## config.mk

```make
export PLATFORM = sky130hd
export DESIGN_NAME = utf8_to_utf16le_transcoder
export DESIGN_NICKNAME = d
export VERILOG_FILES = /design/src/hw/rtl/u8u16_pkg.sv /design/src/hw/rtl/u8u16_decode.sv /design/src/hw/rtl/u8u16_emit.sv /design/src/hw/rtl/utf8_to_utf16le_transcoder.sv
export VERILOG_INCLUDE_DIRS = /design/src /design/src/hw/rtl
export SDC_FILE = /design/constraint.sdc
export NUM_CORES = 1
export LEC_CHECK = 0
export ABC_AREA = 1
export BUFFER_PORTS_ARGS = -buffer_cell sky130_fd_sc_hd__buf_2
export CORE_MARGIN = 5
export CORE_UTILIZATION = 50
export CTS_CLUSTER_SIZE = 30
export DETAILED_ROUTE_END_ITERATION = 7
export PLACE_DENSITY = 0.69
export SETUP_SLACK_MARGIN = 0.3
export SKIP_CTS_REPAIR_TIMING = 1
export SYNTH_ARGS = -nofsm -noshare
export SYNTH_HDL_FRONTEND = slang
export SYNTH_SLANG_ARGS = --single-unit
```

## constraint.sdc

```tcl
create_clock -name clk -period 5.7 [get_ports clk]
set_input_delay 0 -clock clk [delete_from_list [all_inputs] [get_ports clk]]
set_output_delay 0 -clock clk [all_outputs]
set_load 0.02 [all_outputs]
```

## src/hw/rtl/utf8_to_utf16le_transcoder_defines.svh

```systemverilog
// assertion macros shared by the transcoder rtl
`ifndef UTF8_TO_UTF16LE_TRANSCODER_DEFINES_SVH
`define UTF8_TO_UTF16LE_TRANSCODER_DEFINES_SVH

`ifndef ASSERT_OFF
`define U8U16_ASSERT(label, prop) \
	label: assert property (@(posedge clk) disable iff (!arst_n) prop) \
		else $error("u8u16 check failed");
`define U8U16_ASSERT_MSG(label, prop, msg) \
	label: assert property (@(posedge clk) disable iff (!arst_n) prop) \
		else $error(msg);
`else
`define U8U16_ASSERT(label, prop)
`define U8U16_ASSERT_MSG(label, prop, msg)
`endif

`endif

```

## src/hw/rtl/u8u16_pkg.sv

```systemverilog
package u8u16_pkg;

	localparam logic [15:0] REPL_UNIT       = 16'hFFFD;
	localparam logic [20:0] MAX_CODE_POINT  = 21'h10FFFF;
	localparam logic [20:0] SURR_FIRST      = 21'h00D800;
	localparam logic [20:0] SURR_LAST       = 21'h00DFFF;
	localparam logic [15:0] HIGH_SURR_BASE  = 16'hD800;
	localparam logic [15:0] LOW_SURR_BASE   = 16'hDC00;
	localparam logic [20:0] SUPP_BASE       = 21'h010000;
	localparam logic [20:0] MIN_TWO_BYTE    = 21'h000080;
	localparam logic [20:0] MIN_THREE_BYTE  = 21'h000800;

	// pending sequence length codes
	localparam logic [2:0] SEQ_NONE  = 3'd0;
	localparam logic [2:0] SEQ_TWO   = 3'd2;
	localparam logic [2:0] SEQ_THREE = 3'd3;
	localparam logic [2:0] SEQ_FOUR  = 3'd4;

	// units caused by one byte: rcount replacement units, then tail_n tail units
	typedef struct packed {
		logic [1:0]  rcount;
		logic [1:0]  tail_n;
		logic [15:0] t0;
		logic        t0_repl;
		logic [15:0] t1;
		logic        eos;
	} bundle_t;

endpackage

```

## src/hw/rtl/u8u16_decode.sv

```systemverilog
`include "utf8_to_utf16le_transcoder_defines.svh"

module u8u16_decode (
	input  logic                 clk,
	input  logic                 arst_n,
	input  logic                 accept,
	input  logic [7:0]           byte_in,
	input  logic                 end_of_string,
	output u8u16_pkg::bundle_t   bundle,
	output logic                 bundle_valid
);

	logic [20:0] pv_q, pv_d;
	logic [2:0]  len_q, len_d;
	logic [1:0]  held_q, held_d;

	logic        pending;
	logic        is_cont;
	logic [20:0] pv_shift;
	logic [1:0]  held_inc;
	logic [20:0] cp_min;
	logic [20:0] cp_off;
	logic [2:0]  lead_len;
	logic [20:0] lead_bits;

	assign pending  = (len_q != u8u16_pkg::SEQ_NONE);
	assign is_cont  = (byte_in[7:6] == 2'b10);
	assign pv_shift = {pv_q[14:0], byte_in[5:0]};
	assign held_inc = held_q + 2'd1;
	assign cp_off   = pv_shift - u8u16_pkg::SUPP_BASE;

	always_comb begin
		case (len_q)
			u8u16_pkg::SEQ_TWO:   cp_min = u8u16_pkg::MIN_TWO_BYTE;
			u8u16_pkg::SEQ_THREE: cp_min = u8u16_pkg::MIN_THREE_BYTE;
			default:              cp_min = u8u16_pkg::SUPP_BASE;
		endcase
	end

	// lead byte class
	always_comb begin
		lead_len  = u8u16_pkg::SEQ_NONE;
		lead_bits = '0;
		if (byte_in[7:5] == 3'b110) begin
			lead_len  = u8u16_pkg::SEQ_TWO;
			lead_bits = {16'd0, byte_in[4:0]};
		end else if (byte_in[7:4] == 4'b1110) begin
			lead_len  = u8u16_pkg::SEQ_THREE;
			lead_bits = {17'd0, byte_in[3:0]};
		end else if (byte_in[7:3] == 5'b11110) begin
			lead_len  = u8u16_pkg::SEQ_FOUR;
			lead_bits = {18'd0, byte_in[2:0]};
		end
	end

	always_comb begin
		pv_d           = pv_q;
		len_d          = len_q;
		held_d         = held_q;
		bundle.rcount  = 2'd0;
		bundle.tail_n  = 2'd0;
		bundle.t0      = '0;
		bundle.t0_repl = 1'b0;
		bundle.t1      = '0;
		bundle.eos     = end_of_string;
		if (pending && is_cont) begin
			pv_d   = pv_shift;
			held_d = held_inc;
			if (({1'b0, held_inc} + 3'd1) == len_q) begin
				bundle.tail_n = 2'd1;
				if (pv_shift < cp_min || pv_shift > u8u16_pkg::MAX_CODE_POINT ||
						(pv_shift >= u8u16_pkg::SURR_FIRST &&
						pv_shift <= u8u16_pkg::SURR_LAST)) begin
					bundle.t0      = u8u16_pkg::REPL_UNIT;
					bundle.t0_repl = 1'b1;
				end else if (pv_shift >= u8u16_pkg::SUPP_BASE) begin
					bundle.tail_n = 2'd2;
					bundle.t0     = u8u16_pkg::HIGH_SURR_BASE + {6'd0, cp_off[19:10]};
					bundle.t1     = u8u16_pkg::LOW_SURR_BASE + {6'd0, cp_off[9:0]};
				end else begin
					bundle.t0 = pv_shift[15:0];
				end
				pv_d   = '0;
				len_d  = u8u16_pkg::SEQ_NONE;
				held_d = 2'd0;
			end else if (end_of_string) begin
				// lead plus every continuation so far, this byte included
				bundle.rcount = held_inc + 2'd1;
			end
		end else begin
			if (pending) begin
				// broken sequence: one replacement per held byte
				bundle.rcount = held_q + 2'd1;
				pv_d          = '0;
				len_d         = u8u16_pkg::SEQ_NONE;
				held_d        = 2'd0;
			end
			if (!byte_in[7]) begin
				bundle.tail_n = 2'd1;
				bundle.t0     = {8'd0, byte_in};
			end else if (lead_len == u8u16_pkg::SEQ_NONE || end_of_string) begin
				bundle.tail_n  = 2'd1;
				bundle.t0      = u8u16_pkg::REPL_UNIT;
				bundle.t0_repl = 1'b1;
			end else begin
				pv_d   = lead_bits;
				len_d  = lead_len;
				held_d = 2'd0;
			end
		end
		if (end_of_string) begin
			pv_d   = '0;
			len_d  = u8u16_pkg::SEQ_NONE;
			held_d = 2'd0;
		end
	end

	assign bundle_valid = (bundle.rcount != 2'd0) || (bundle.tail_n != 2'd0);

	always_ff @(posedge clk or negedge arst_n) begin
		if (!arst_n) begin
			pv_q   <= '0;
			len_q  <= u8u16_pkg::SEQ_NONE;
			held_q <= 2'd0;
		end else if (accept) begin
			pv_q   <= pv_d;
			len_q  <= len_d;
			held_q <= held_d;
		end
	end

	`U8U16_ASSERT(a_len_legal, len_q != 3'd1 && len_q <= u8u16_pkg::SEQ_FOUR)
	`U8U16_ASSERT(a_held_below_len, pending |-> ({1'b0, held_q} + 3'd1) < len_q)
	`U8U16_ASSERT_MSG(a_eos_clears, accept && end_of_string |=> !pending, "state left after end of string")
	`U8U16_ASSERT(a_byte_gives_unit, accept && end_of_string |-> bundle_valid)

endmodule

```

## src/hw/rtl/u8u16_emit.sv

```systemverilog
`include "utf8_to_utf16le_transcoder_defines.svh"

module u8u16_emit (
	input  logic                 clk,
	input  logic                 arst_n,
	input  logic                 load,
	input  u8u16_pkg::bundle_t   bundle_in,
	output logic                 ready,
	output logic                 m_tvalid,
	input  logic                 m_tready,
	output logic [15:0]          code_unit,
	output logic                 was_replaced,
	output logic                 run_last,
	output logic                 string_done
);

	u8u16_pkg::bundle_t bundle_q;
	logic               valid_q;
	logic [1:0]         idx_q;
	logic [2:0]         total;
	logic               last;

	assign total = {1'b0, bundle_q.rcount} + {1'b0, bundle_q.tail_n};
	assign last  = (({1'b0, idx_q} + 3'd1) == total);
	assign ready = !valid_q || (m_tready && last);

	always_comb begin
		if (idx_q < bundle_q.rcount) begin
			code_unit    = u8u16_pkg::REPL_UNIT;
			was_replaced = 1'b1;
		end else if (idx_q == bundle_q.rcount) begin
			code_unit    = bundle_q.t0;
			was_replaced = bundle_q.t0_repl;
		end else begin
			code_unit    = bundle_q.t1;
			was_replaced = 1'b0;
		end
	end

	assign m_tvalid    = valid_q;
	assign run_last    = last;
	assign string_done = last && bundle_q.eos;

	always_ff @(posedge clk or negedge arst_n) begin
		if (!arst_n) begin
			valid_q <= 1'b0;
			idx_q   <= 2'd0;
		end else if (load && ready) begin
			valid_q <= 1'b1;
			idx_q   <= 2'd0;
		end else if (valid_q && m_tready) begin
			if (last) begin
				valid_q <= 1'b0;
			end else begin
				idx_q <= idx_q + 2'd1;
			end
		end
	end

	always_ff @(posedge clk) begin
		if (load && ready) begin
			bundle_q <= bundle_in;
		end
	end

	`U8U16_ASSERT(a_total_range, valid_q |-> total != 3'd0 && total <= 3'd4)
	`U8U16_ASSERT(a_idx_in_bundle, valid_q |-> {1'b0, idx_q} < total)
	`U8U16_ASSERT_MSG(a_stall_holds, valid_q && !m_tready |=> valid_q && $stable(idx_q), "unit lost on stall")
	`U8U16_ASSERT(a_drain_empties, valid_q && m_tready && last && !load |=> !valid_q)

endmodule

```

## src/hw/rtl/utf8_to_utf16le_transcoder.sv

```systemverilog
// utf-8 to utf-16 transcoder: takes one utf-8 byte per transfer on the s_ side
// (s_tlast marks the final byte of the string) and gives utf-16 code units on
// the m_ side, low byte in m_tdata[7:0] so that a byte-wide serialiser sends
// them little-endian. code points from u+10000 up go out as a high then a low
// surrogate. malformed input comes out as u+fffd with m_tuser[0] set; a good
// u+fffd in the input has it clear. m_tuser[1] marks the last unit caused by
// an input byte and m_tlast the last unit of the string. a lead byte that is
// not the end of the string gives no unit until its sequence completes or
// breaks. rate: a byte is taken in every cycle while each byte gives at most
// one unit and m_tready stays high; a byte that gives more than one unit (a
// surrogate pair, or replacements for a broken sequence, up to four) holds the
// input while the single-unit output register drains that byte's units. the
// first unit of a byte is registered and appears in the cycle after its transfer.
module utf8_to_utf16le_transcoder (
	input  logic        clk,
	input  logic        arst_n,
	// byte input
	input  logic        s_tvalid,
	output logic        s_tready,
	input  logic [7:0]  s_tdata,   // [7:0] byte_in
	input  logic        s_tlast,   // end_of_string
	// code unit output
	output logic        m_tvalid,
	input  logic        m_tready,
	output logic [15:0] m_tdata,   // [15:0] code_unit
	output logic [1:0]  m_tuser,   // [0] was_replaced, [1] run_last
	output logic        m_tlast    // string_done
);

	logic               byte_xfer;
	logic               bundle_valid;
	u8u16_pkg::bundle_t bundle;
	logic               was_replaced;
	logic               run_last;

	// a byte transfers whenever the output register is free or draining its last unit
	assign byte_xfer = s_tvalid && s_tready;

	// sequence state and per-byte unit decode
	u8u16_decode u_decode (
		.clk           (clk),
		.arst_n        (arst_n),
		.accept        (byte_xfer),
		.byte_in       (s_tdata),
		.end_of_string (s_tlast),
		.bundle        (bundle),
		.bundle_valid  (bundle_valid)
	);

	// result register, hands out the byte's units one per transfer
	u8u16_emit u_emit (
		.clk          (clk),
		.arst_n       (arst_n),
		.load         (byte_xfer && bundle_valid),
		.bundle_in    (bundle),
		.ready        (s_tready),
		.m_tvalid     (m_tvalid),
		.m_tready     (m_tready),
		.code_unit    (m_tdata),
		.was_replaced (was_replaced),
		.run_last     (run_last),
		.string_done  (m_tlast)
	);

	assign m_tuser = {run_last, was_replaced};

endmodule
```

# Word level (Yosys, flattened, before mapping)
# Cells that the tools add are included.
op_classes:
  n_addsub: 9
  magnitude_cmp: 6
  n_eq_ne: 11
  mux: 50
  n_bitwise: 3
  n_reduce_logical: 24
ops:
  columns: ["operator", "count"]
  rows:
  - ["21-bit 2-to-1 mux", 9]
  - ["16-bit 2-to-1 mux", 6]
  - ["35-bit 2-to-1 mux", 1]
  - ["17-bit case mux with 2 select lines", 1]
  - ["15-bit by 11-bit adder with 16-bit output (first input constant)", 2]
  - ["3-bit 2-to-1 mux", 10]
  - ["2-bit 2-to-1 mux", 14]
  - ["21-bit by 16-bit >= comparator with 1-bit output (second input constant)", 1]
  - ["21-bit by 17-bit >= comparator with 1-bit output (second input constant)", 1]
  - ["21-bit > comparator (second input constant)", 1]
  - ["21-bit by 16-bit <= comparator with 1-bit output (second input constant)", 1]
  - ["21-bit by 17-bit < comparator with 1-bit output", 1]
  - ["20-bit by 17-bit subtractor with 20-bit output (second input constant)", 1]
  - ["18-bit 2-to-1 mux", 1]
  - ["17-bit 2-to-1 mux", 1]
  - ["1-bit logical AND", 8]
  - ["2-bit nonzero test", 4]
  - ["1-bit 2-to-1 mux", 7]
  - ["2-bit by 1-bit adder with 2-bit output (second input constant)", 3]
  - ["2-bit by 1-bit adder with 3-bit output (second input constant)", 2]
  - ["3-bit by 2-bit equality test with 1-bit output (second input constant)", 2]
  - ["3-bit equality test", 2]
  - ["2-bit AND reduction", 3]
  - ["5-bit equality test (second input constant)", 1]
  - ["14 further kinds", 20]
word_totals:
  reg_bits: 67
  input_bits: 13
  output_inout_bits: 21
  word_cells: 114

# Depth between registers and ports, before layout
logic_depth:
  ltp_word: 15
  mapped_depth: 16
  ltp_nobuf: 15

# By module
# From an unflattened synthesis, not the netlist that was laid out.
unflattened:
  cells_unflattened: 484
  hier_area_um2: 3963.8
by_module_without_submodules:
  columns: ["module", "instances", "cells_per_inst", "area_each_um2", "seq_area_each_um2"]
  rows:
  - ["u8u16_decode", 1, 337, 2224.6, 500.5]
  - ["u8u16_emit", 1, 141, 1706.6, 1216.2]
  - ["utf8_to_utf16le_transcoder", 1, 6, 32.5, 0.0]

# Worst setup path after synthesis
# OpenSTA, ideal clock, no wires.
synth_timing:
  path_kind: "reg-to-reg"
  from: "register u_emit.bundle_q[36] in the netlist's numbering"
  to: "register u_emit.bundle_q[0] in the netlist's numbering, enable pin"
  setup_ns: 0.388
  arrival_ns: 2.506
  required_time_ns: 5.312
  setup_slack_ns: 2.807
  stages_incl_launch_ff: 12
  n_path_buf: 0
  period_less_slack_ns: 2.893
  path_cell_list: "edfxtp_1 > ha_1 > fa_1 > xnor2_1 > nand3_1 > inv_2 > nand2_1 > nand2_2 > nand2_2 > inv_2 > nand2_1 > inv_1"
synth_via:
  elab_chain_cells: 7
synth_rtl:
  columns: ["item", "line_no", "source"]
  rows:
  - ["start: declaration", "u8u16_emit.sv:17", "u8u16_pkg::bundle_t bundle_q;"]
  - ["start signal: assignment", "u8u16_emit.sv:62", "bundle_q <= bundle_in;"]
  - ["2-bit by 2-bit adder with 3-bit output (*)", "u8u16_emit.sv:23", "assign total = {1'b0, bundle_q.rcount} + {1'b0, bundle_q.tail_n};"]
  - ["3-bit equality test (*)", "u8u16_emit.sv:24", "assign last = (({1'b0, idx_q} + 3'd1) == total);"]
  - ["net run_last", "utf8_to_utf16le_transcoder.sv:34", "logic run_last;"]
  - ["1-bit logical AND (*)", "u8u16_emit.sv:25", "assign ready = !valid_q || (m_tready && last);"]
  - ["1-bit logical OR (*)", "u8u16_emit.sv:25", null]
  - ["net s_tready", "utf8_to_utf16le_transcoder.sv:19", "output logic s_tready,"]
  - ["1-bit logical AND", "utf8_to_utf16le_transcoder.sv:37", "assign byte_xfer = s_tvalid && s_tready;"]
  - ["1-bit logical AND", "utf8_to_utf16le_transcoder.sv:54", ".load (byte_xfer && bundle_valid),"]
  - ["1-bit logical AND (*)", "u8u16_emit.sv:61", "if (load && ready) begin"]
# Mark *: on every way through the listed nets, which the timed path passes. The rest lies on a longest branch.
# A chain may end at the register's enable or synchronous reset.

# Worst setup path after layout
layout_timing:
  from: "register u_emit.bundle_q[36] in the netlist's numbering"
  to: "register u_emit.bundle_q[28] in the netlist's numbering, enable pin"
layout_via:
  elab_chain_cells: 7
layout_rtl:
  columns: ["item", "line_no"]
  rows:
  - ["2-bit by 2-bit adder with 3-bit output (*)", "u8u16_emit.sv:23"]
  - ["3-bit equality test (*)", "u8u16_emit.sv:24"]
  - ["1-bit logical AND (*)", "u8u16_emit.sv:25"]
  - ["1-bit logical OR (*)", "u8u16_emit.sv:25"]
  - ["1-bit logical AND", "utf8_to_utf16le_transcoder.sv:37"]
  - ["1-bit logical AND", "utf8_to_utf16le_transcoder.sv:54"]
  - ["1-bit logical AND (*)", "u8u16_emit.sv:61"]
# Mark *: on every way between the ends. The rest lies on a longest branch, timed or not.

==> results.yml <==
pwr:
  vdd_drop_max_v: 0.000139
  p_per_area_nw_per_um2: 396
  power.internal_uw: 828
  clkPwrFrac: 0.147
  power_switching_uw: 671
  combPwrFrac: 0.472
  p_leak_nw: 1.72
  sw_frac_of_total: 0.447
  seqPwrFrac: 0.381
yosys:
  ys_seq_area_frac: 0.450
  avgSynthCellArea_um2: 7.96
  ys_ff_latch: 56
  syn-num-nets: 460
  yosys_warnings: 0
  syn-cell-area_um2: 3480
  synthCells: 437
  yosys.cell_types.count: 38
die:
  core-area_um2: 6790
  die_w_um: 93.4
  die_h_um: 93.4
  pin_count: 34
  rows: 30
  die-area_um2: 8720
  initial_core_util: 0.512
route:
  finalWirelength_um: 7720
  vias: 2924
  drc: 0
  dr.pass1.iters: 5
  via_per_inst: 5.19
  antenna_left: 0
  wire_per_inst_um: 13.7
  drt_iter0_drc: 168
timing:
  relSlewSlack: 0.229
  tns_ns: 0
  rsz0062_at_grt: "no"
  period_needed_ns: 3.18
  hold_viol: 0
  min_period_over_period: 0.558
  setup_viol: 0
  fmax_ghz: 0.315
  slew_violations: 0
  worst_slack_ns: 2.52
  tightest_slew_ns: 1.16
  skew_ns: 0.00787
critical_path:
  rr_endpoint: "u_emit.bundle_q[28]$_DFFE_PP_"
  cp.required_ns: 5.63
  r2r-start: "u_emit.bundle_q[36]$_DFFE_PP_"
  path_class: "flip-flop to flip-flop"
  start_kind: "flip-flop"
  reg2reg_slack_ns: 2.52
  r2r.worst_path.cells: 11
  cp.arrival_ns: 3.11
  path_max_fanout: 33
  endpoint_kind: "flip-flop"
clock_network:
  clock_latency_ns: 0.31
  cts_buffers: 5
  cts_root_buf: "clkbuf_8"
  clkTransAtPathRegs_ns: 0.10
  cts.sinks: 56
  cts_max_path_buffers: 2
  htree_levels: 2
  cts_tree: "built"
finish:
  final_core_util: 0.557
  final_cell_mix: "nand2_1 (134), nand3_1 (50), inv_1 (45)"
  final_common_cell: "nand2_1"
  antenna_cells: 0
  area_delta_synth_final_pct: 8.81
  layout.nets: 489
  multiInputGateArea_um2: 1600
  drive_gt1_frac: 0.158
  n_fill_cell: 643
  final_cell_area_um2: 3780
  regArea_um2: 1570
  finalNonFillerCells: 563
min_path:
  min_from: "m_tready"
  hold_end: "u_emit.m_tvalid$_DFFE_PN0P_"
  holdPathStages: 4
  worstHoldPathType: "input port to flip-flop"
global_routing:
  grt_pass1_vias: 2652
  antenna_found_initial: 0
  grt_max_degree: 34
  grt-ovfl-total: 0
  grt_pass1_wl_um: 13000
  grt_usage: 0.187
placement:
  hpwl_um: 5830
  dp_slack_ns: 2.51
  dp.cells: 552
  place.gp.congestion: 0.891
  placed_area_um2: 3670
  port_buffers: 33
job:
  cap_violations: 0
run_status:
  status: "completed"
[routing by layer]
metal,track usage,part of all wire,vias up,wire length [µm]
met4,0.0427,0.016,0,123
met5,0,0,-,0
met3,0.0306,0.056,14,434
li1,-,-,1484,-
met1,0.267,0.48,1329,3670
met2,0.297,0.45,97,3490
[logic make-up (layout without fill, tap and decap cells)]
kind of cell | after synthesis | after routing | synth area share
flops | 56 | 56 | 0.450
xor+xnor | 8 | 8 | 0.0223
compound gates | 57 | 57 | 0.0914
fa+ha+maj | 10 | 10 | 0.0381
buf+inv | 69 | 99 | 0.0906
simple gates | 237 | 237 | 0.307
[worst max-delay path: stages (launching register included)]
cell	delay, ns
edfxtp_1	0.41
ha_1	0.21
fa_1	0.47
xnor2_1	0.18
nand3_1	0.14
inv_2	0.07
nand2_1	0.06
nand2_2	0.08
nand2_2	0.08
inv_2	0.15
nand2_1	0.10
inv_1	0.84
[per-stage QoR]
step	hold slack [ns]	power [mW]
2_1_floorplan	-0.296	1.11
3_3_place_gp	0.00634	1.28
3_5_place_dp	0.00667	1.29
4_1_cts	-0.335	1.51
5_1_grt	0.0265	1.61
6_report	0.0195	1.50
[cells in the mapped netlist]
master	n	area share
nand2_1	134	0.14
nand3_1	50	0.072
inv_1	45	0.049
edfxtp_1	33	0.28
o21ai_0	26	0.037
nor2_1	25	0.027
dfrtp_1	23	0.17
a21oi_1	13	0.019
nor2_2	11	0.020
ha_1	9	0.032
inv_2	7	0.0076
nand2_2	6	0.011
xor2_1	5	0.013
buf_4	4	0.0086
buf_6	4	0.013
clkbuf_1	4	0.0043
nand4_1	4	0.0072
o211ai_1	4	0.0086
o22ai_1	4	0.0072
buf_2	3	0.0043
o21ai_1	3	0.0043
nand3_4	2	0.010
o21bai_1	2	0.0043
xnor2_1	2	0.0050
a21boi_1	1	0.0022
a31oi_1	1	0.0018
clkinv_4	1	0.0025
fa_1	1	0.0058
inv_4	1	0.0018
nand2_4	1	0.0032
nand4_4	1	0.0061
nor2_4	1	0.0032
nor3_1	1	0.0014
nor4_1	1	0.0018
o21a_1	1	0.0022
o21ai_2	1	0.0025
o31ai_1	1	0.0022
xor2_2	1	0.0047
[layout make-up]
type | count | area share
clock buffers | 6 | 0.0192
repair buffers | 37 | 0.0536
multi-input cells | 312 | 0.422
flip-flops and latches | 56 | 0.414
clock inverters | 2 | 0.00430
inverters | 54 | 0.0555
well taps | 96 | 0.0317
[flip-flops by register name, indices dropped and copies added (netlist names)]
register / count
u_emit.bundle_q: 33
u_decode.pv_q: 15
u_decode.len_q: 3
u_decode.held_q: 2
u_emit.idx_q: 2
u_emit.m_tvalid: 1
[worst max path at each step]
| stage | from | end |
|---|---|---|
| floorplan | u_emit.bundle_q[36]$_DFFE_PP_ | u_emit.bundle_q[0]$_DFFE_PP_ |
| global placement | u_emit.bundle_q[36]$_DFFE_PP_ | u_emit.bundle_q[28]$_DFFE_PP_ |
| detailed placement | u_emit.bundle_q[36]$_DFFE_PP_ | u_emit.bundle_q[28]$_DFFE_PP_ |
| CTS | u_emit.bundle_q[36]$_DFFE_PP_ | u_emit.bundle_q[1]$_SDFFCE_PP0P_ |
| global route | u_emit.bundle_q[36]$_DFFE_PP_ | u_emit.bundle_q[29]$_DFFE_PP_ |
| finish | u_emit.bundle_q[36]$_DFFE_PP_ | u_emit.bundle_q[28]$_DFFE_PP_ |
[power groups by stage]
stage / Clock, mW / Sequential (mW) / Combinational [mW]
after CTS: 0.225 / 0.573 / 0.714
after floorplan: 0 / 0.570 / 0.538
final: 0.220 / 0.572 / 0.708
after global placement: 0 / 0.581 / 0.702
after global routing: 0.240 / 0.582 / 0.787
after detailed placement: 0 / 0.581 / 0.710
(Power assumes the default switching activity.)
